[src/hw/rtl/mbrp_pkg.sv]
// Shared types and constants for the move buffer ring pool.
`timescale 1ns / 1ps
package mbrp_pkg;

  localparam int DEFAULT_RING_DEPTH = 32;

  localparam int MODE_W = 3;
  localparam int TYPE_W = 4;
  localparam int IDX_W  = 5;
  localparam int CNT_W  = 6;
  localparam int ST_W   = 3;

  localparam logic [MODE_W-1:0] MODE_CLAIM   = 3'd0;
  localparam logic [MODE_W-1:0] MODE_QUEUE   = 3'd1;
  localparam logic [MODE_W-1:0] MODE_GETRUN  = 3'd2;
  localparam logic [MODE_W-1:0] MODE_FREE    = 3'd3;
  localparam logic [MODE_W-1:0] MODE_GETLAST = 3'd4;

  localparam logic [ST_W-1:0] ST_EMPTY   = 3'd0;
  localparam logic [ST_W-1:0] ST_LOADING = 3'd1;
  localparam logic [ST_W-1:0] ST_QUEUED  = 3'd2;
  localparam logic [ST_W-1:0] ST_PENDING = 3'd3;
  localparam logic [ST_W-1:0] ST_RUNNING = 3'd4;

  typedef struct packed {
    logic [ST_W-1:0]   state;
    logic [TYPE_W-1:0] kind;
    logic              live;
  } entry_t;

  typedef struct packed {
    logic accept;
    logic issue;
    logic eval;
    logic wread;
    logic weval;
    logic load_out;
  } cmd_t;

  typedef struct packed {
    logic [MODE_W-1:0] mode;
    logic              walk_start;
    logic              walk_cont;
    logic              walk_live;
  } stat_t;

endpackage

[src/hw/rtl/mbrp_ram.sv]
// Generic single-write, single-read RAM with registered read data.
`timescale 1ns / 1ps
module mbrp_ram #(
  parameter int WIDTH = 8,
  parameter int DEPTH = 32
) (
  input  logic                     clk,
  input  logic                     we,
  input  logic [$clog2(DEPTH)-1:0] waddr,
  input  logic [WIDTH-1:0]         wdata,
  input  logic [$clog2(DEPTH)-1:0] raddr,
  output logic [WIDTH-1:0]         rdata
);

  logic [WIDTH-1:0] mem [DEPTH];

  always_ff @(posedge clk) begin
    if (we) begin
      mem[waddr] <= wdata;
    end
    rdata <= mem[raddr];
  end

endmodule

[src/hw/rtl/mbrp_ctrl.sv]
// Sequencing state machine for the move buffer ring pool.
`timescale 1ns / 1ps
module mbrp_ctrl import mbrp_pkg::*; (
  input  logic  clk,
  input  logic  rst,
  input  logic  in_valid,
  output logic  in_ready,
  output logic  out_valid,
  input  logic  out_ready,
  input  stat_t st,
  output cmd_t  cmd
);

  localparam logic [2:0] S_IDLE  = 3'd0;
  localparam logic [2:0] S_ISSUE = 3'd1;
  localparam logic [2:0] S_EVAL  = 3'd2;
  localparam logic [2:0] S_WREAD = 3'd3;
  localparam logic [2:0] S_WEVAL = 3'd4;
  localparam logic [2:0] S_FIN   = 3'd5;

  logic [2:0] state;
  logic [2:0] state_next;

  assign in_ready = (state == S_IDLE);

  always_comb begin
    state_next = state;
    cmd        = '0;
    unique case (state)
      S_IDLE: begin
        if (in_valid) begin
          cmd.accept = 1'b1;
          state_next = S_ISSUE;
        end
      end
      S_ISSUE: begin
        cmd.issue = 1'b1;
        if (st.mode == MODE_CLAIM || st.mode == MODE_GETRUN ||
            st.mode == MODE_FREE || st.mode == MODE_GETLAST) begin
          state_next = S_EVAL;
        end else begin
          state_next = S_FIN;
        end
      end
      S_EVAL: begin
        cmd.eval   = 1'b1;
        state_next = st.walk_start ? S_WREAD : S_FIN;
      end
      S_WREAD: begin
        cmd.wread  = 1'b1;
        state_next = st.walk_cont ? S_WEVAL : S_FIN;
      end
      S_WEVAL: begin
        cmd.weval  = 1'b1;
        state_next = st.walk_live ? S_WREAD : S_FIN;
      end
      S_FIN: begin
        // The result goes out only once the output register is free.
        if (!out_valid || out_ready) begin
          cmd.load_out = 1'b1;
          state_next   = S_IDLE;
        end
      end
      default: state_next = S_IDLE;
    endcase
  end

  always_ff @(posedge clk) begin
    if (rst) begin
      state     <= S_IDLE;
      out_valid <= 1'b0;
    end else begin
      state <= state_next;
      if (cmd.load_out) begin
        out_valid <= 1'b1;
      end else if (out_ready) begin
        out_valid <= 1'b0;
      end
    end
  end

endmodule

[src/hw/rtl/mbrp_dp.sv]
// Ring pointers, free count, entry store and result registers.
`timescale 1ns / 1ps
module mbrp_dp import mbrp_pkg::*; #(
  parameter int RING_DEPTH = DEFAULT_RING_DEPTH
) (
  input  logic              clk,
  input  logic              rst,
  input  cmd_t              cmd,
  output stat_t             st,
  input  logic [MODE_W-1:0] mode,
  input  logic [TYPE_W-1:0] move_type,
  output logic              found,
  output logic [IDX_W-1:0]  entry_index,
  output logic [TYPE_W-1:0] entry_kind,
  output logic [CNT_W-1:0]  free_count
);

  localparam int AW = $clog2(RING_DEPTH);
  localparam int CW = $clog2(RING_DEPTH + 1);

  function automatic logic [AW-1:0] ring_next(input logic [AW-1:0] p);
    return (p == AW'(RING_DEPTH - 1)) ? '0 : p + 1'b1;
  endfunction

  logic [MODE_W-1:0]     mode_q;
  logic [TYPE_W-1:0]     mtype_q;
  logic [AW-1:0]         wp, qp, rp, p;
  logic [CW-1:0]         avail;
  logic [RING_DEPTH-1:0] vld;
  logic                  rd_ok;
  logic                  res_found;
  logic [AW-1:0]         res_idx;
  logic [TYPE_W-1:0]     res_kind;

  logic                  we;
  logic [AW-1:0]         waddr, raddr;
  entry_t                wdata, rdata, ent;
  logic [AW-1:0]         rp_nx, p_nx;
  logic                  running;

  assign rp_nx = ring_next(rp);
  assign p_nx  = ring_next(p);

  // Entries never written since reset read as empty.
  assign ent = rd_ok ? rdata : '0;
  assign running = (ent.state == ST_QUEUED) || (ent.state == ST_PENDING) ||
                   (ent.state == ST_RUNNING);

  assign st.mode       = mode_q;
  assign st.walk_start = (mode_q == MODE_GETLAST) && running;
  assign st.walk_cont  = (p_nx != rp);
  assign st.walk_live  = ent.live;

  mbrp_ram #(
    .WIDTH($bits(entry_t)),
    .DEPTH(RING_DEPTH)
  ) u_ram (
    .clk  (clk),
    .we   (we),
    .waddr(waddr),
    .wdata(wdata),
    .raddr(raddr),
    .rdata(rdata)
  );

  always_comb begin
    we    = 1'b0;
    waddr = wp;
    wdata = '0;
    raddr = wp;
    if (cmd.issue) begin
      unique case (mode_q)
        MODE_CLAIM: raddr = wp;
        MODE_QUEUE: begin
          we    = 1'b1;
          waddr = qp;
          wdata = '{state: ST_QUEUED, kind: mtype_q, live: 1'b1};
        end
        MODE_GETRUN, MODE_GETLAST: raddr = rp;
        MODE_FREE: begin
          we    = 1'b1;
          waddr = rp;
          wdata = '0;
          raddr = rp_nx;
        end
        default: ;
      endcase
    end
    if (cmd.eval) begin
      unique case (mode_q)
        MODE_CLAIM: begin
          if (ent.state == ST_EMPTY) begin
            we    = 1'b1;
            waddr = wp;
            wdata = '{state: ST_LOADING, kind: '0, live: 1'b0};
          end
        end
        MODE_GETRUN, MODE_GETLAST: begin
          if (ent.state == ST_QUEUED || ent.state == ST_PENDING) begin
            we    = 1'b1;
            waddr = rp;
            wdata = '{state: ST_RUNNING, kind: ent.kind, live: ent.live};
          end
        end
        MODE_FREE: begin
          // The run pointer has already moved to the next entry here.
          if (ent.state == ST_QUEUED) begin
            we    = 1'b1;
            waddr = rp;
            wdata = '{state: ST_PENDING, kind: ent.kind, live: ent.live};
          end
        end
        default: ;
      endcase
    end
    if (cmd.wread) begin
      raddr = p_nx;
    end
  end

  always_ff @(posedge clk) begin
    if (rst) begin
      wp    <= '0;
      qp    <= '0;
      rp    <= '0;
      avail <= CW'(RING_DEPTH);
      vld   <= '0;
    end else begin
      if (we) begin
        vld[waddr] <= 1'b1;
      end
      if (cmd.issue && mode_q == MODE_QUEUE) begin
        qp <= ring_next(qp);
      end
      if (cmd.issue && mode_q == MODE_FREE) begin
        rp <= rp_nx;
        if (avail != CW'(RING_DEPTH)) begin
          avail <= avail + 1'b1;
        end
      end
      if (cmd.eval && mode_q == MODE_CLAIM && ent.state == ST_EMPTY) begin
        wp <= ring_next(wp);
        if (avail != '0) begin
          avail <= avail - 1'b1;
        end
      end
    end
  end

  always_ff @(posedge clk) begin
    rd_ok <= vld[raddr];
    if (cmd.accept) begin
      mode_q  <= mode;
      mtype_q <= move_type;
    end
    if (cmd.issue) begin
      unique case (mode_q)
        MODE_QUEUE: begin
          res_found <= 1'b1;
          res_idx   <= qp;
          res_kind  <= mtype_q;
        end
        MODE_FREE: begin
          res_found <= 1'b1;
          res_idx   <= rp;
          res_kind  <= '0;
        end
        default: begin
          res_found <= 1'b0;
          res_idx   <= '0;
          res_kind  <= '0;
        end
      endcase
    end
    if (cmd.eval) begin
      unique case (mode_q)
        MODE_CLAIM: begin
          res_found <= (ent.state == ST_EMPTY);
          res_idx   <= wp;
          res_kind  <= '0;
        end
        MODE_GETRUN, MODE_GETLAST: begin
          res_found <= running;
          res_idx   <= rp;
          res_kind  <= running ? ent.kind : '0;
          p         <= rp;
        end
        default: ;
      endcase
    end
    if (cmd.weval && ent.live) begin
      p        <= p_nx;
      res_idx  <= p_nx;
      res_kind <= ent.kind;
    end
    if (cmd.load_out) begin
      found       <= res_found;
      entry_index <= IDX_W'(res_idx);
      entry_kind  <= res_kind;
      free_count  <= CNT_W'(avail);
    end
  end

endmodule

[src/hw/rtl/move_buffer_ring_pool.sv]
// Claim, get-run and free: the request is taken in idle, then passes issue, eval and finish.
// Queue and unused modes: the request passes issue and then finish, with no eval step.
// Get-last with no running entry acts like get-run; otherwise it walks on from the run entry,
// a read and an eval step per live entry, stopping short of wrapping onto the run entry.
// One request is in flight at a time and every entry access waits on the registered RAM read.
// Reset (rst, synchronous) clears pointers and valid bits, sets the free count to RING_DEPTH.
`timescale 1ns / 1ps
module move_buffer_ring_pool import mbrp_pkg::*; #(
  parameter int RING_DEPTH = DEFAULT_RING_DEPTH
) (
  input  logic              clk,
  input  logic              rst,
  input  logic              in_valid,
  output logic              in_ready,
  input  logic [MODE_W-1:0] mode,
  input  logic [TYPE_W-1:0] move_type,
  output logic              out_valid,
  input  logic              out_ready,
  output logic              found,
  output logic [IDX_W-1:0]  entry_index,
  output logic [TYPE_W-1:0] entry_kind,
  output logic [CNT_W-1:0]  free_count
);

  cmd_t  cmd;
  stat_t st;

  mbrp_ctrl u_ctrl (
    .clk      (clk),
    .rst      (rst),
    .in_valid (in_valid),
    .in_ready (in_ready),
    .out_valid(out_valid),
    .out_ready(out_ready),
    .st       (st),
    .cmd      (cmd)
  );

  mbrp_dp #(
    .RING_DEPTH(RING_DEPTH)
  ) u_dp (
    .clk        (clk),
    .rst        (rst),
    .cmd        (cmd),
    .st         (st),
    .mode       (mode),
    .move_type  (move_type),
    .found      (found),
    .entry_index(entry_index),
    .entry_kind (entry_kind),
    .free_count (free_count)
  );

endmodule

[config.mk]
export PLATFORM = sky130hd
export DESIGN_NAME = move_buffer_ring_pool
export DESIGN_NICKNAME = d
export VERILOG_FILES = /design/src/hw/rtl/mbrp_pkg.sv /design/src/hw/rtl/mbrp_ram.sv /design/src/hw/rtl/mbrp_ctrl.sv /design/src/hw/rtl/mbrp_dp.sv /design/src/hw/rtl/move_buffer_ring_pool.sv
export SDC_FILE = /design/constraint.sdc
export NUM_CORES = 1
export LEC_CHECK = 0
export BUFFER_PORTS_ARGS = -buffer_cell sky130_fd_sc_hd__buf_2
export CAP_MARGIN = 10
export CORE_MARGIN = 2
export CORE_UTILIZATION = 62
export CTS_CLUSTER_DIAMETER = 50
export DETAILED_ROUTE_END_ITERATION = 8
export PLACE_DENSITY = 0.88
export SLEW_MARGIN = 20
export SYNTH_ARGS = -nofsm -noshare
export SYNTH_HDL_FRONTEND = slang
export SYNTH_HIERARCHICAL = 1
export SYNTH_SLANG_ARGS = --single-unit
export TNS_END_PERCENT = 20
[constraint.sdc]
create_clock -name clk -period 5.5 [get_ports clk]
set_clock_uncertainty 0.15 [all_clocks]
set_input_delay 0.825 -clock clk [delete_from_list [all_inputs] [get_ports clk]]
set_output_delay 0.825 -clock clk [all_outputs]
set_load 0.05 [all_outputs]
## Yosys cells after proc, flatten, opt, wreduce, memory -nomap -nowiden

Memories as Yosys holds them, arrays and structs flattened. A register that Yosys moved wholly into a read port is not among the register bits.
Index checks and enable logic that the tools add are counted.

- Bits in read-only memories: 0
- Memories: 1
- Bits in latches: 0
- Bits in registers: 96
- Logic and storage cells: 147
- Memory bits (writable): 256
- Input bits: 11

- Reduce and logical (&&, ||, !) cells: 25
- Multipliers: 0
- Mux-type cells: 73
- Shift-type cells: 0
- Order comparisons: 3
- Bitwise operators: 1
- $add $sub $neg: 6
- Equality and inequality tests: 20
- Div/mod/pow operators: 0

Memories:

| name | depth | bits a word | read ports | clocked after memory_dff | write ports | line | text |
|---|---|---|---|---|---|---|---|
| u_dp.u_ram.mem | 32 | 8 | 1 | 1 | 1 | mbrp_ram.sv:15 | `logic [WIDTH-1:0] mem [DEPTH];` |

Operators with widths:

| operator | number |
|---|---|
| two-way mux 5 bit | 17 |
| two-way mux 8 bit | 6 |
| one-hot mux 5 bit (2 select lines) | 4 |
| bitwise OR 32 bit | 1 |
| two-way mux 6 bit | 4 |
| one-hot mux 8 bit (3 select lines) | 1 |
| two-way mux 1 bit | 23 |
| adder 5 x 1 -> 5 bit (second input constant) | 4 |
| == test 5 bit (second input constant) | 4 |
| two-way mux 4 bit | 5 |
| == test 3 x 2 -> 1 bit (second input constant) | 6 |
| one-hot mux 3 bit (6 select lines) | 1 |
| two-way mux 3 bit | 5 |
| one-hot mux 5 bit (3 select lines) | 1 |
| == test 3 bit (second input constant) | 4 |
| < comparator 5 x 6 -> 1 bit (second input constant) | 2 |
| zero test 3 bit | 3 |
| one-hot mux 4 bit (2 select lines) | 1 |
| logical AND 1 bit | 7 |
| two-way mux 7 bit | 1 |
| adder 6 x 1 -> 6 bit (second input constant) | 1 |
| == test 3 x 1 -> 1 bit (second input constant) | 2 |
| logical OR 1 bit | 6 |
| != test 6 bit (second input constant) | 1 |
| 14 further kinds | 18 |

## Logic depth before layout (Yosys ltp)

- Word-level depth: 11
- Mapped depth: 15
- Mapped depth without buffers: 11

## Modules after synthesis

Netlist, hierarchy kept.

By module, submodules not included:

| module | instances | area each (sq um) | sequential area each (sq um) | cells an instance |
|---|---|---|---|---|
| mbrp_ram | 1 | 10053.4 | 7847.5 | 417 |
| mbrp_dp | 1 | 4755.8 | 2122.0 | 513 |
| mbrp_ctrl | 1 | 322.8 | 80.1 | 39 |

## Least setup slack after synthesis

Ideal clock, no wire load.

- Kind: reg-to-reg
- From: reg u_dp.rp[0]
- To: reg u_dp.u_ram.rdata[0] (read register of u_dp.u_ram.mem)
- Path buffers: 3
- Arrival time: 3.515 ns
- Required time: 5.229 ns
- Slack: 1.715 ns
- Stages on the path, launching flop included: 14
- Cell sequence: dfxtp_1 ha_1 and3_1 ha_1 nor4bb_1 a221oi_1 o31a_1 buf_2 inv_1 clkbuf_1 clkbuf_1 mux4_2 mux4_2 mux2_2

- Word-level cells in the longest chain between the ends: 5
- Elaborated cells between the ends (all ways): 6
- Those cells by class: add/sub: 1; eq/ne: 1; mux: 4

RTL lines:

| what | line | text |
|---|---|---|
| start, declared | mbrp_dp.sv:27 | `logic [AW-1:0] wp, qp, rp, p;` |
| start signal, assigned | mbrp_dp.sv:136 | `rp <= rp_nx;` |
| adder 5 x 1 -> 5 bit / == test 5 bit (equally long branches) | mbrp_dp.sv:22 | `return (p == AW'(RING_DEPTH - 1)) ? '0 : p + 1'b1;` |
| two-way mux 5 bit (*) | mbrp_dp.sv:22 |  |
| one-hot mux 5 bit (2 select lines) (*) | mbrp_dp.sv:72 | `unique case (mode_q)` |
| two-way mux 5 bit (*) | mbrp_dp.sv:71 | `if (cmd.issue) begin` |
| two-way mux 5 bit (*) | mbrp_dp.sv:116 | `if (cmd.wread) begin` |
| net u_dp.raddr[2] | mbrp_dp.sv:36 | `logic [AW-1:0] waddr, raddr;` |
| end, declared | mbrp_ram.sv:12 | `output logic [WIDTH-1:0] rdata` |

Mark *: on every way through the listed nets, which the timed path passes. The rest lies on a longest branch.
A chain may end at the register's enable or synchronous reset.

## Worst setup path in the final report

- From: reg u_dp.mode_q[1]
- To: mem u_dp.u_ram.mem[30][3] (enable)

- Elaborated cells between the ends (all ways): 23
- Those cells by class: eq/ne: 4; mux: 16; reduce/logical: 3

RTL lines:

| what | line | text |
|---|---|---|
| start, declared | mbrp_dp.sv:25 | `logic [MODE_W-1:0] mode_q;` |
| start signal, assigned | mbrp_dp.sv:153 | `mode_q <= mode;` |
| == test 3 x 2 -> 1 bit / == test 3 x 1 -> 1 bit (equally long branches) | mbrp_dp.sv:72, mbrp_dp.sv:90 |  |
| one-hot mux 5 bit (2 select lines) | mbrp_dp.sv:72 |  |
| two-way mux 5 bit | mbrp_dp.sv:71 |  |
| two-way mux 5 bit (on tied branches) | mbrp_dp.sv:107, mbrp_dp.sv:92, mbrp_dp.sv:99 |  |
| one-hot mux 5 bit (3 select lines) | mbrp_dp.sv:90 | `unique case (mode_q)` |
| two-way mux 5 bit (*) | mbrp_dp.sv:89 | `if (cmd.eval) begin` |
| net u_dp.waddr[3] | mbrp_dp.sv:36 |  |
| end, declared | mbrp_ram.sv:15 |  |

Marked as above.

==> results.ini <==
[run_status]
status=completed

[grt]
antenna_found_initial=0
grt_pass1_vias=8953
grt_max_degree=81
grtUsageTotal_pct=28.56
grt_pass1_wl_um=54450
grt_overflow_total=0

[sta]
relSlewSlack_pct=22.19
drv_slew=0
setup_tns_ns=0
setup_viol=0
worst_pin_slew_ns=1.167
final.period_utilization_pct=86.55
rsz0062_at_grt=false
fmax_mhz=210.1
min_period_ns=4.760
hold_viol_final=0

[logic_synthesis]
synth_top_area_share_pct=56.36
yosys.area.top_type=edfxtp_1
ys_async_sr_fraction_pct=0
synth_area_um2=15130
synth_commonest_cells=edfxtp_1, mux4_2, dfxtp_1, nor2_1, nand2_1
synth_edf_count=284
synth.area.top_cells=edfxtp_1, mux4_2, dfxtp_1
yosysMostFrequentCell=edfxtp_1
ys_types=71
ys_ff_latch=360
synth_fp_nets=991
ys_warn_count=6
syn_area_per_cell_um2=15.62
synth_cells=969
synth_flop_cell=edfxtp_1
ys_seq_area_share_pct=66.41

[placed_design]
dp_hpwl_um=21550
numPortBuffers=28
place.gp.congestion=0.9889
dpl.cell_count=1282

[worst_setup_path]
reg2regPathDepth=7
startpoint=u_dp/mode_q[1]$_DFFE_PP_
start_kind=flip-flop
regToRegEndpoint=u_dp/u_ram/mem[30][3]$_DFFE_PP_
r2r_start=u_dp/mode_q[1]$_DFFE_PP_
endpoint=u_dp/u_ram/mem[30][3]$_DFFE_PP_
critical_path_class=reg2reg
crit_path_end_kind=flip-flop
crit_arrival_ns=4.76
rrSetupSlack_ns=0.74
crit_fanout=22
critPathRequiredTime_ns=5.50

[clocking]
numClockSinks=360
ctsResizeCount=0
clk_pin_slew_ns=0.06
cts_root_buf=clkbuf_16
cts_tree=yes
cts_hold_buf=0
cts_buffer_depth=3
post-cts-setup-buffers=0
cts_buffers=39
htree_levels=2
clkLatencyLatePin_ns=0.54

[route]
viasPerCell=6.772
routedWlPerCell_um=26.64
drtAntennaViolNets=0
drt_pass1_iterations=5
drc=0
routed_wl_um=36070
via_count=9169
drt-initial-drc-count=1226

[layout]
multi_input_area_um2=4783
fin_nets=1022
drive_above_1_share_pct=21.26
fillCellCount=1541
area_delta_synth_final_pct=11.26
insertedDiodeCount=0
seq_area_um2=10050
final_cells=1354

[pwr]
powerDensity_nw_per_um2=373.7
ir_worst_vdd_mv=0.4450
finalPower_mw=6.292
leakagePower_nw=5.233

[job]
maxCapViolations=0

[floorplanning]
rows=57
die_h_um=160.2
design.core.area_um2=24110
io_pins=29
initial_core_util_pct=62.77
die_x_um=160.2
die-area_um2=25670

[worst_hold_path]
hold_path_class=reg2reg

[cell type report]
cell class	count	share of cell area (%)
repair buffers	46	1.680
inverters	11	0.3196
flip-flops and latches	360	59.69
clock inverters	18	1.078
clock buffers	53	6.414
multi-input cells	542	28.41
well taps	324	2.408
[stage by stage]
| step | cell area [um^2] | utilization, % | worst slack (ns) | hold WS (ns) |
|---|---|---|---|---|
| 6_report | 16840 | 69.84 | 0.7400 | 0.2950 |
| 5_1_grt | 16840 | 69.84 | 0.4936 | 0.2986 |
| 4_1_cts | 16800 | 69.69 | 0.8599 | 0.2989 |
| 3_5_place_dp | 15540 | 64.46 | 0.9466 | 0.2850 |
| 3_3_place_gp | 15540 | 64.46 | 1.051 | 0.2704 |
| 2_1_floorplan | 15130 | - | 1.715 | 0.2505 |
[where the power goes]
| group | internal (mW) | switching (mW) |
|---|---|---|
| clock network | 1.49 | 1.06 |
| logic | 0.261 | 0.393 |
| registers | 3.00 | 0.0873 |
| total | 4.75 | 1.54 |
[state kept, by name (all words and copies together), names as in the netlist, 6 cells and up]
| name | count |
|---|---|
| u_dp/vld | 32 |
| u_dp/u_ram/mem | 256 |
| u_dp/free_count | 6 |
| u_dp/u_ram/rdata | 8 |
| u_dp/avail | 6 |
[how the worst min path moves through the flow]
stage	start	endpoint	slack, ns	cells past startpoint
after floorplan	u_dp/res_found$_DFF_P_	u_dp/found$_DFFE_PP_	0.25	0
after global placement	u_dp/res_idx[1]$_DFF_P_	u_dp/entry_index[1]$_DFFE_PP_	0.27	0
after detailed placement	u_dp/res_idx[2]$_DFF_P_	u_dp/entry_index[2]$_DFFE_PP_	0.28	0
after CTS	u_dp/res_idx[2]$_DFF_P_	u_dp/entry_index[2]$_DFFE_PP_	0.30	0
after global routing	move_type[2]	u_dp/mtype_q[2]$_DFFE_PP_	0.30	1
final	u_dp/res_idx[2]$_DFF_P_	u_dp/entry_index[2]$_DFFE_PP_	0.30	0
[cells in the final DEF, fill, tap and decap left out, drive strengths merged, types with 14 or more instances in the layout]
cell type / Yosys / routed
a21oi: 39 / 39
a22oi: 15 / 15
buf: 30 / 46
clkbuf: 26 / 53
clkinv: 1 / 14
dfxtp: 76 / 76
edfxtp: 284 / 284
mux4: 80 / 80
nand2: 70 / 70
nand3: 17 / 17
nand3b: 17 / 17
nor2: 71 / 71
o21ai: 21 / 21
o2bb2ai: 32 / 32
[worst max-delay path: stages (launching register included)]
cell and delay [ns]:
edfxtp_1 0.87, nand2b_1 0.41, o22ai_1 0.41, and2_1 0.23
a22oi_1 0.10, o22ai_1 0.90, nand3_1 0.36, nor2_1 0.95
[cells by family (layout without fill, tap and decap cells)]
kind of cell / Yosys count / count (layout) / synth area share, %
multiplexers: 99 / 99 / 13.27
buffers and inverters: 67 / 128 / 2.274
XOR/XNOR: 13 / 13 / 0.8021
flip-flops: 360 / 360 / 66.41
AO/OA/AOI/OAI: 166 / 166 / 7.863
AND/OR/NAND/NOR: 253 / 253 / 8.467
adder cells (fa/ha/maj): 11 / 11 / 0.9095
[routing by layer]
layer  up-vias  share of wire (%)  GRT usage (%)
met5         -                  0              0
met2       567                 49          47.62
li1       3903                  -              -
met3        93                9.1          4.338
met1      4606                 37          38.56
met4         0                4.1          11.10
(Power assumes the default switching activity.)
